<file path="src/rtl/fqs_pkg.sv">
// ----------------------------------------------------------------------------
// fqs_pkg
// Types and codes shared by the FIFO queue with search unit: operation and
// status codes, sequencer states, and the command and result transfers.
// ----------------------------------------------------------------------------
package fqs_pkg;

  localparam int unsigned DataW  = 32;
  localparam int unsigned CountW = 5;

  typedef enum logic [1:0] {
    OP_INSERT = 2'd0,
    OP_DELETE = 2'd1,
    OP_SEARCH = 2'd2,
    OP_VIEW   = 2'd3
  } op_t;

  typedef enum logic [1:0] {
    ST_OK    = 2'd0,
    ST_EMPTY = 2'd1,
    ST_FULL  = 2'd2
  } status_t;

  typedef enum logic [2:0] {
    S_IDLE  = 3'b001,
    S_SCAN  = 3'b010,
    S_DRAIN = 3'b100
  } state_t;

  typedef struct packed {
    op_t                     operation;
    logic signed [DataW-1:0] value;
  } cmd_t;

  typedef struct packed {
    op_t                     kind;
    status_t                 status;
    logic signed [DataW-1:0] element;
    logic [CountW-1:0]       match_count;
    logic                    found;
    logic                    last;
  } result_t;

endpackage

</file>
<file path="src/rtl/fifo_queue_with_search_unit.sv">
// Insert, delete and any command on an empty store: the result is registered from the
// transfer itself; busy stays low, so one such command can be taken every cycle.
// Search and view: busy through the scan and drain states while the one memory read port
// walks the ring an entry per cycle; each entry passes the read data register and then the
// result register: view results follow one per cycle, and the search result follows the last.
// Synchronous reset empties the store (head, tail, occupancy); entries keep their contents.
// ----------------------------------------------------------------------------
// fifo_queue_with_search_unit
// Bounded ring FIFO of signed 32-bit words with insert, delete head, search
// by key (match count) and view (stream from head to tail).
// ----------------------------------------------------------------------------
module fifo_queue_with_search_unit #(
  parameter int unsigned DEPTH = 16
) (
  input  logic             clk,
  input  logic             rst,
  input  logic             start,
  input  fqs_pkg::cmd_t    cmd,
  output logic             busy,
  output logic             strobe,
  output fqs_pkg::result_t result
);

  localparam int unsigned IdxW = (DEPTH > 1) ? $clog2(DEPTH) : 1;
  localparam int unsigned OccW = $clog2(DEPTH + 1);

  logic signed [fqs_pkg::DataW-1:0] mem [DEPTH];

  fqs_pkg::state_t   state, state_next;
  logic [IdxW-1:0]   head, head_next;
  logic [IdxW-1:0]   tail, tail_next;
  logic [OccW-1:0]   occupancy, occupancy_next;
  logic              strobe_next;
  fqs_pkg::result_t  result_next;

  fqs_pkg::op_t                     op_q;
  logic signed [fqs_pkg::DataW-1:0] key_q;
  logic [IdxW-1:0]                  rd_ptr;
  logic [OccW-1:0]                  remaining;
  logic [OccW-1:0]                  count, count_next;
  logic signed [fqs_pkg::DataW-1:0] rd_data;
  logic                             rd_vld, rd_vld_next;
  logic                             rd_last;

  logic accept;
  logic is_full;
  logic is_empty;
  logic write_en;

  function automatic logic [IdxW-1:0] wrap_inc(input logic [IdxW-1:0] p);
    wrap_inc = (p == IdxW'(DEPTH - 1)) ? '0 : p + IdxW'(1);
  endfunction

  assign busy     = (state != fqs_pkg::S_IDLE);
  assign accept   = start && !busy;
  assign is_full  = (occupancy == OccW'(DEPTH));
  assign is_empty = (occupancy == '0);

  always_comb begin
    state_next     = state;
    head_next      = head;
    tail_next      = tail;
    occupancy_next = occupancy;
    strobe_next    = 1'b0;
    write_en       = 1'b0;
    rd_vld_next    = 1'b0;
    count_next     = count + OccW'(rd_data == key_q);
    result_next    = '0;
    result_next.kind   = op_q;
    result_next.status = fqs_pkg::ST_OK;

    if (accept) begin
      result_next.kind = cmd.operation;
      result_next.last = 1'b1;
      case (cmd.operation)
        fqs_pkg::OP_INSERT: begin
          strobe_next = 1'b1;
          if (is_full) begin
            result_next.status = fqs_pkg::ST_FULL;
          end else begin
            write_en       = 1'b1;
            tail_next      = wrap_inc(tail);
            occupancy_next = occupancy + OccW'(1);
          end
        end
        fqs_pkg::OP_DELETE: begin
          strobe_next = 1'b1;
          if (is_empty) begin
            result_next.status = fqs_pkg::ST_EMPTY;
          end else begin
            head_next      = wrap_inc(head);
            occupancy_next = occupancy - OccW'(1);
          end
        end
        fqs_pkg::OP_SEARCH, fqs_pkg::OP_VIEW: begin
          if (is_empty) begin
            strobe_next        = 1'b1;
            result_next.status = fqs_pkg::ST_EMPTY;
          end else begin
            state_next = fqs_pkg::S_SCAN;
          end
        end
        default: begin
          strobe_next = 1'b1;
        end
      endcase
    end

    case (state)
      fqs_pkg::S_SCAN: begin
        rd_vld_next = 1'b1;
        if (remaining == OccW'(1)) begin
          state_next = fqs_pkg::S_DRAIN;
        end
      end
      fqs_pkg::S_DRAIN: begin
        if (rd_vld && rd_last) begin
          state_next = fqs_pkg::S_IDLE;
        end
      end
      default: begin
      end
    endcase

    if (rd_vld) begin
      if (op_q == fqs_pkg::OP_VIEW) begin
        strobe_next         = 1'b1;
        result_next.element = rd_data;
        result_next.last    = rd_last;
      end else if (rd_last) begin
        strobe_next             = 1'b1;
        result_next.match_count = fqs_pkg::CountW'(count_next);
        result_next.found       = (count_next != '0);
        result_next.last        = 1'b1;
      end
    end
  end

  always_ff @(posedge clk) begin
    if (rst) begin
      state     <= fqs_pkg::S_IDLE;
      head      <= '0;
      tail      <= '0;
      occupancy <= '0;
      strobe    <= 1'b0;
      rd_vld    <= 1'b0;
    end else begin
      state     <= state_next;
      head      <= head_next;
      tail      <= tail_next;
      occupancy <= occupancy_next;
      strobe    <= strobe_next;
      rd_vld    <= rd_vld_next;
    end
  end

  always_ff @(posedge clk) begin
    result <= result_next;
    if (accept) begin
      op_q      <= cmd.operation;
      key_q     <= cmd.value;
      rd_ptr    <= head;
      remaining <= occupancy;
      count     <= '0;
    end else begin
      if (state == fqs_pkg::S_SCAN) begin
        rd_ptr    <= wrap_inc(rd_ptr);
        remaining <= remaining - OccW'(1);
        rd_last   <= (remaining == OccW'(1));
      end
      if (rd_vld) begin
        count <= count_next;
      end
    end
  end

  always_ff @(posedge clk) begin
    if (write_en) begin
      mem[tail] <= cmd.value;
    end
    rd_data <= mem[rd_ptr];
  end

`ifndef ASSERT_OFF
  a_occ_bound: assert property (@(posedge clk) disable iff (rst)
    occupancy <= OccW'(DEPTH))
    else $error("occupancy exceeds depth");

  a_tail_consistent: assert property (@(posedge clk) disable iff (rst)
    ((32'(head) + 32'(occupancy) >= 32'(DEPTH)) ?
       (32'(tail) == 32'(head) + 32'(occupancy) - 32'(DEPTH)) :
       (32'(tail) == 32'(head) + 32'(occupancy))))
    else $error("tail pointer out of step with head and occupancy");

  a_walk_busy: assert property (@(posedge clk) disable iff (rst)
    (accept && !is_empty &&
     (cmd.operation == fqs_pkg::OP_SEARCH || cmd.operation == fqs_pkg::OP_VIEW))
    |=> busy)
    else $error("search or view did not start a walk");

  a_store_frozen: assert property (@(posedge clk) disable iff (rst)
    (busy && $past(busy)) |-> ($stable(head) && $stable(occupancy)))
    else $error("store changed during a walk");

  a_idle_no_read: assert property (@(posedge clk) disable iff (rst)
    (state == fqs_pkg::S_IDLE) |=> !rd_vld)
    else $error("read data valid outside a walk");
`endif

endmodule

</file>
<file path="config.mk">
export PLATFORM = sky130hd
export DESIGN_NAME = fifo_queue_with_search_unit
export DESIGN_NICKNAME = d
export VERILOG_FILES = /design/src/rtl/fqs_pkg.sv /design/src/rtl/fifo_queue_with_search_unit.sv
export SDC_FILE = /design/constraint.sdc
export NUM_CORES = 1
export LEC_CHECK = 0
export ABC_CLOCK_PERIOD_IN_PS = 5600
export BUFFER_PORTS_ARGS = -buffer_cell sky130_fd_sc_hd__clkbuf_2
export CAP_MARGIN = 40
export CORE_ASPECT_RATIO = 1.2
export CORE_MARGIN = 3
export CORE_UTILIZATION = 60
export CTS_CLUSTER_SIZE = 16
export DETAILED_ROUTE_END_ITERATION = 10
export HOLD_SLACK_MARGIN = 0.1
export PLACE_DENSITY = 0.77
export SKIP_CTS_REPAIR_TIMING = 1
export SYNTH_ARGS = -nofsm -noshare
export SYNTH_HDL_FRONTEND = slang
export SYNTH_SLANG_ARGS = --single-unit
</file>
<file path="constraint.sdc">
create_clock -name clk -period 5.6 [get_ports clk]
set_input_delay 1.12 -clock clk [delete_from_list [all_inputs] [get_ports clk]]
set_output_delay 1.12 -clock clk [all_outputs]
set_load 0.02 [all_outputs]
</file>
==> results_dict.tcl, run 1 <==
set metrics [dict create \
    gp_congestion 0.851 \
    area_growth_pct 13.6 \
    clk_path_buf_depth 3 \
    finalSetupTns_ns 0 \
    drt_wl_total_um 54900 \
    vias 12900 \
    drc 0 \
    status "complete, no violations" \
    synth-async-reset-ratio_pct 0 \
    tightest_slew_ns 0.806 \
    hp-class "flip-flop to flip-flop" \
    synth_warnings 0 \
    die_area_um2 43400 \
    avgRoutedWirePerCell_um 26.9 \
    place_hpwl_um 32900 \
    drtPass1Iterations 5 \
    post-route-min-period_ns 3.41 \
    cts-root-buf "clkbuf_16" \
    synth_edf_count 556 \
    leakage_nw 9.56 \
    cp.arrival_ns 3.71 \
    hold_viol 0 \
    crit_path_end_kind "flip-flop" \
    synth.distinct_cells 48 \
    grtUsageTotal_pct 25.6 \
    final_area_um2 27900 \
    io_pins 82 \
    syn_area_um2 24600 \
    num_antenna_cells 0 \
    setup_ws_ns 2.19 \
    ant_nets 0 \
    cts_sinks 654 \
    ir_drop_mv 0.301 \
    crit_fanout 22 \
    post-place-cells 1924 \
    clk_pin_slew_ns 0.06 \
    path_class "input port to flip-flop" \
    synth.net_count 1401 \
    post-place-ws_ns 1.72 \
    drt-initial-drc-count 1494 \
    grt_setup_unrepaired "no" \
    crit_required_ns 5.90 \
    row_count 80 \
    power_density_nw_per_um2 391 \
    fp.coreArea_um2 40000 \
    finalNonFillerCells 2037 \
    cp-start-kind "input port" \
    die_w_um 191 \
    cts_tree "built" \
    io_buffers 81 \
    grt_pass1_vias 12800 \
    finClkSkew_ns 0.0306 \
    synth-main-ff-cell "edfxtp_1" \
    synth_seq_cells 654 \
    grt_max_degree 83 \
    placed_area_um2 25900 \
    fmax_mhz 294 \
    setup_violations 0 \
    die_h_um 228 \
    initial_core_util_pct 61.3 \
    slew_viol_final 0 \
    cts_made_buffers 60 \
    final_common_cell "edfxtp_1" \
    p_total_mw 10.9 \
    postSynthCellCount 1350 \
    nets 1504 \
    drv_cap 0 \
    synth.yosys.seq_area_share_pct 76.0 \
    grt_overflow 0 \
    drive_gt1_share_pct 19.5 \
    antenna_found_initial 4 \
    via_per_inst 6.31 \
    final_cell_mix "edfxtp_1 (556), mux2i_1 (133), dfxtp_1 (98)" \
    avgSynthCellArea_um2 18.2 \
    relSlewSlack_pct 46.2 \
    period_share_pct 60.8 \
    clkLatencyLatePin_ns 0.61 \
    grt_pass1_wl_um 81400 \
    htreeDepth 2 \
]
report_power, final:
group	internal [mW]	switching, mW	total (mW)
logic	0.442	0.785	1.23
registers	5.43	0.114	5.55
clock network	2.41	1.71	4.12
cells by family (layout without fill, tap and decap cells):
kind of cell | after synthesis | count (layout) | synth area share [%]
DFF | 654 | 654 | 76.0
muxes | 197 | 197 | 11.3
and+or+nand+nor | 185 | 185 | 3.80
AOI/OAI and AO/OA | 172 | 172 | 5.08
buffers and inverters | 80 | 234 | 1.38
xor gates and xnor gates | 48 | 48 | 1.71
adders and majority gates | 14 | 14 | 0.744
cell usage after synthesis (all sizes together), types with 2 or more instances:
| library cell | count | area (µm²) |
|---|---|---|
| xnor2 | 7 | 61.3 |
| a21oi | 18 | 90.1 |
| a221oi | 64 | 561 |
| or3 | 2 | 12.5 |
| and2 | 36 | 228 |
| and3 | 2 | 12.5 |
| clkbuf | 39 | 146 |
| ha | 13 | 163 |
| edfxtp | 556 | 16700 |
| nand3 | 6 | 30.0 |
| nor2 | 44 | 165 |
| nor4 | 10 | 68.8 |
| nand4 | 5 | 31.3 |
| a311oi | 2 | 17.5 |
| a22oi | 32 | 240 |
| dfxtp | 98 | 1960 |
| xor2 | 41 | 359 |
| buf | 30 | 150 |
| clkinv | 2 | 7.51 |
| a31oi | 4 | 25.0 |
| nor2b | 3 | 18.8 |
| nand2 | 57 | 214 |
| a21o | 5 | 37.5 |
| nand3b | 2 | 15.0 |
| a211oi | 2 | 15.0 |
| nor3 | 8 | 45.0 |
| inv | 9 | 33.8 |
| mux4 | 64 | 1440 |
| nand2b | 5 | 31.3 |
| o21ai | 40 | 200 |
| mux2i | 133 | 1330 |
state kept, by name, indices dropped and copies added, names as in the netlist:
signal / flops
head: 4
count: 5
rd_last: 1
occupancy: 5
state: 3
mem: 512
key_q: 32
result: 43
strobe: 1
rd_vld: 1
rd_ptr: 4
op_q: 2
rd_data: 32
remaining: 5
tail: 4
per-stage QoR:
stage	util [%]	hold slack (ns)
floorplan	-	0.450
global placement	63.9	0.457
detailed placement	64.6	0.463
CTS	69.7	0.478
global route	69.7	0.497
finish	69.7	0.477
worst paths after layout:
check | slack, ns | to | depth (start not counted) | startpoint
max | 2.19 | mem[9][24] | 6 | start
min | 0.48 | result[7] | 1 | rd_data[0]
max reg2reg | 2.31 | mem[9][24] | 5 | state[0]
min reg2reg | 0.48 | result[7] | 1 | rd_data[0]
layout make-up:
class,count,area (µm²)
timing repair buffer,110,836
fill,2450,12100
inverter,11,41.3
sequential,654,18700
clock buffer,85,1720
tap,533,667
clock inverter,28,299
multi-input combinational,616,5680
layer usage:
layer  track usage [%]  up-vias  routed length, µm
li1                  -     5566                  -
met3              5.08      118               4740
met1              36.0     6570              21700
met5                 0        -                 41
met4              7.29        6               1510
met2              41.8      596              26900
critical path: stages:
cell	delay [ns]
clkbuf_2	0.11
nand4bb_4	0.32
a2111oi_4	0.84
nand2_1	0.44
nor2_4	0.61
buf_16	0.24
(Power assumes the default switching activity.)
==> run 2: changes to the inputs <==
--- a/config.mk
+++ b/config.mk
@@ -5,16 +5,16 @@
 export SDC_FILE = /design/constraint.sdc
 export NUM_CORES = 1
 export LEC_CHECK = 0
-export ABC_CLOCK_PERIOD_IN_PS = 5600
+export ABC_CLOCK_PERIOD_IN_PS = 2900
 export BUFFER_PORTS_ARGS = -buffer_cell sky130_fd_sc_hd__clkbuf_2
 export CAP_MARGIN = 40
 export CORE_ASPECT_RATIO = 1.2
 export CORE_MARGIN = 3
-export CORE_UTILIZATION = 60
+export CORE_UTILIZATION = 55
 export CTS_CLUSTER_SIZE = 16
 export DETAILED_ROUTE_END_ITERATION = 10
 export HOLD_SLACK_MARGIN = 0.1
-export PLACE_DENSITY = 0.77
+export PLACE_DENSITY = 0.75
 export SKIP_CTS_REPAIR_TIMING = 1
 export SYNTH_ARGS = -nofsm -noshare
 export SYNTH_HDL_FRONTEND = slang
==> constraint.sdc (replaced) <==
create_clock -name clk -period 2.9 [get_ports clk]
set_input_delay 0.58 -clock clk [delete_from_list [all_inputs] [get_ports clk]]
set_output_delay 0.58 -clock clk [all_outputs]
set_load 0.02 [all_outputs]
==> run 2 against run 1 <==
  * Cell count increased by 2.6%
  * Total power increased by 95%
  * Clock skew decreased by 0.014 ns
  * Critical endpoint is now result[1]
  * Largest power group unchanged
==> results_dict.tcl, run 2 (synthesis gave the netlist of run 1 again) <==
set metrics [dict create \
    slowest_delay_ns 0.46 \
    ir_drop_mv 0.549 \
    die_w_um 199 \
    startpoint "key_q[26]" \
    comb_power_share_pct 10.8 \
    r2r_setup_slack_ns 0.33 \
    grt_overflow 0 \
    finalNonFillerCells 2090 \
    htreeDepth 2 \
    clkLatencyLatePin_ns 0.61 \
    regMostFlops "mem" \
    cts-root-buf "clkbuf_16" \
    drt_wl_total_um 51900 \
    finClkSkew_ns 0.0169 \
    hp-class "input port to flip-flop" \
    gp_congestion 0.800 \
    grt_setup_unrepaired "no" \
    nets 1533 \
    grtUsageTotal_pct 22.4 \
    power_density_nw_per_um2 751 \
    final_cell_mix "edfxtp_1 (556), mux2i_1 (133), dfxtp_1 (98)" \
    final_area_um2 28200 \
    crit_required_ns 3.38 \
    drtPass1Iterations 5 \
    grt_pass1_wl_um 79000 \
    grt_max_degree 54 \
    initial_core_util_pct 55.9 \
    relSlewSlack_pct 54.0 \
    setup_ws_ns 0.330 \
    cts_tree "built" \
    leakage_nw 9.71 \
    die_area_um2 47200 \
    tightest_slew_ns 0.681 \
    fp.coreArea_um2 43900 \
    cts_sinks 654 \
    reg_top3 "mem (512), result (43)" \
    p_sw_share_pct 23.0 \
    internal_power_mw 16.3 \
    grt_pass1_vias 12800 \
    crit_path_end_kind "flip-flop" \
    p_switching_mw 4.87 \
    drv_cap 0 \
    rr_endpoint "result[1]" \
    r2r-start "key_q[26]" \
    post-place-ws_ns 0.160 \
    row_count 84 \
    fmax_mhz 389 \
    via_per_inst 6.04 \
    io_pins 82 \
    post-place-cells 1981 \
    largest_reg_flops 512 \
    avgRoutedWirePerCell_um 24.8 \
    ff_latch_area_um2 18700 \
    drive_gt1_share_pct 21.2 \
    area_growth_pct 15.0 \
    clk_path_buf_depth 3 \
    antenna_found_initial 1 \
    cts_made_buffers 58 \
    cp-start-kind "flip-flop" \
    drt-initial-drc-count 1071 \
    place_hpwl_um 31500 \
    io_buffers 81 \
    hold_viol 0 \
    setup_violations 0 \
    path_cells "xor2_1, nor4_1, nand4_1, nor2_1, ha_1, ha_1, nand3b_1, o21ai_0, nor2_1, a21oi_1, a31oi_1" \
    num_antenna_cells 0 \
    ant_nets 0 \
    endpoint "result[1]" \
    placed_area_um2 26100 \
    period_share_pct 88.6 \
    p_seq_share_pct 50.6 \
    post-route-min-period_ns 2.57 \
    vias 12600 \
    final_common_cell "edfxtp_1" \
    hold_slack_ns 0.287 \
    clk_pin_slew_ns 0.06 \
    pwr-share-clk_pct 38.6 \
    drc 0 \
    cp_slowest_cell "nor4_1" \
    r2r_cells 11 \
    multi_input_area_um2 5710 \
    path_class "flip-flop to flip-flop" \
    fill_cells 2957 \
    status "complete, no violations" \
    cp.arrival_ns 3.05 \
    crit_fanout 6 \
    die_h_um 237 \
    slew_viol_final 0 \
]
==> run 2: worst max-delay path: cells and delay by family (launching register included) <==
kind            cells  cell delay [ns]
compound gates      3             0.33
xor+xnor            1             0.22
fa+ha+maj           2             0.53
flops               1             0.38
simple gates        5             1.01
==> run 2: cell type report <==
type	count	area share, %
sequential	654	66.1
multi-input combinational	616	20.2
clock buffer	71	5.60
timing repair buffer	141	3.70
tap	559	2.48
clock inverter	38	1.75
inverter	11	0.146
==> run 2: worst min path at each step <==
stage	cells past startpoint	slack [ns]	from	endpoint
global route	2	0.28	cmd[32]	result[40]
detailed placement	1	0.47	rd_data[3]	result[10]
finish	2	0.29	cmd[32]	result[40]
CTS	2	0.25	cmd[32]	result[40]
global placement	1	0.46	rd_data[3]	result[10]
floorplan	1	0.45	rd_data[3]	result[10]
==> run 2: power by group through the flow <==
| stage | registers (mW) | clock network (mW) | logic [mW] |
|---|---|---|---|
| 4_1_cts | 10.7 | 8.31 | 2.30 |
| 5_1_grt | 10.7 | 8.72 | 2.47 |
| 6_report | 10.7 | 8.19 | 2.29 |
| 3_3_place_gp | 10.9 | 0 | 2.23 |
| 2_1_floorplan | 10.8 | 0 | 1.49 |
| 3_5_place_dp | 10.9 | 0 | 2.28 |
==> run 2: metrics by stage <==
stage          power (mW)  TNS (ns)  utilization [%]
6_report             21.2         0             64.2
5_1_grt              21.9         0             64.2
3_5_place_dp         13.2         0             59.5
4_1_cts              21.3         0             64.2
2_1_floorplan        12.3   -116.87                -
3_3_place_gp         13.1         0             59.5
==> run 2: routing by layer <==
layer | track usage, % | vias up | part of all wire, %
met1 | 29.8 | 6418 | 39
met5 | 0 | - | 0.025
met4 | 8.24 | 2 | 3.3
met3 | 3.83 | 92 | 6.7
met2 | 37.7 | 487 | 51
li1 | - | 5627 | -
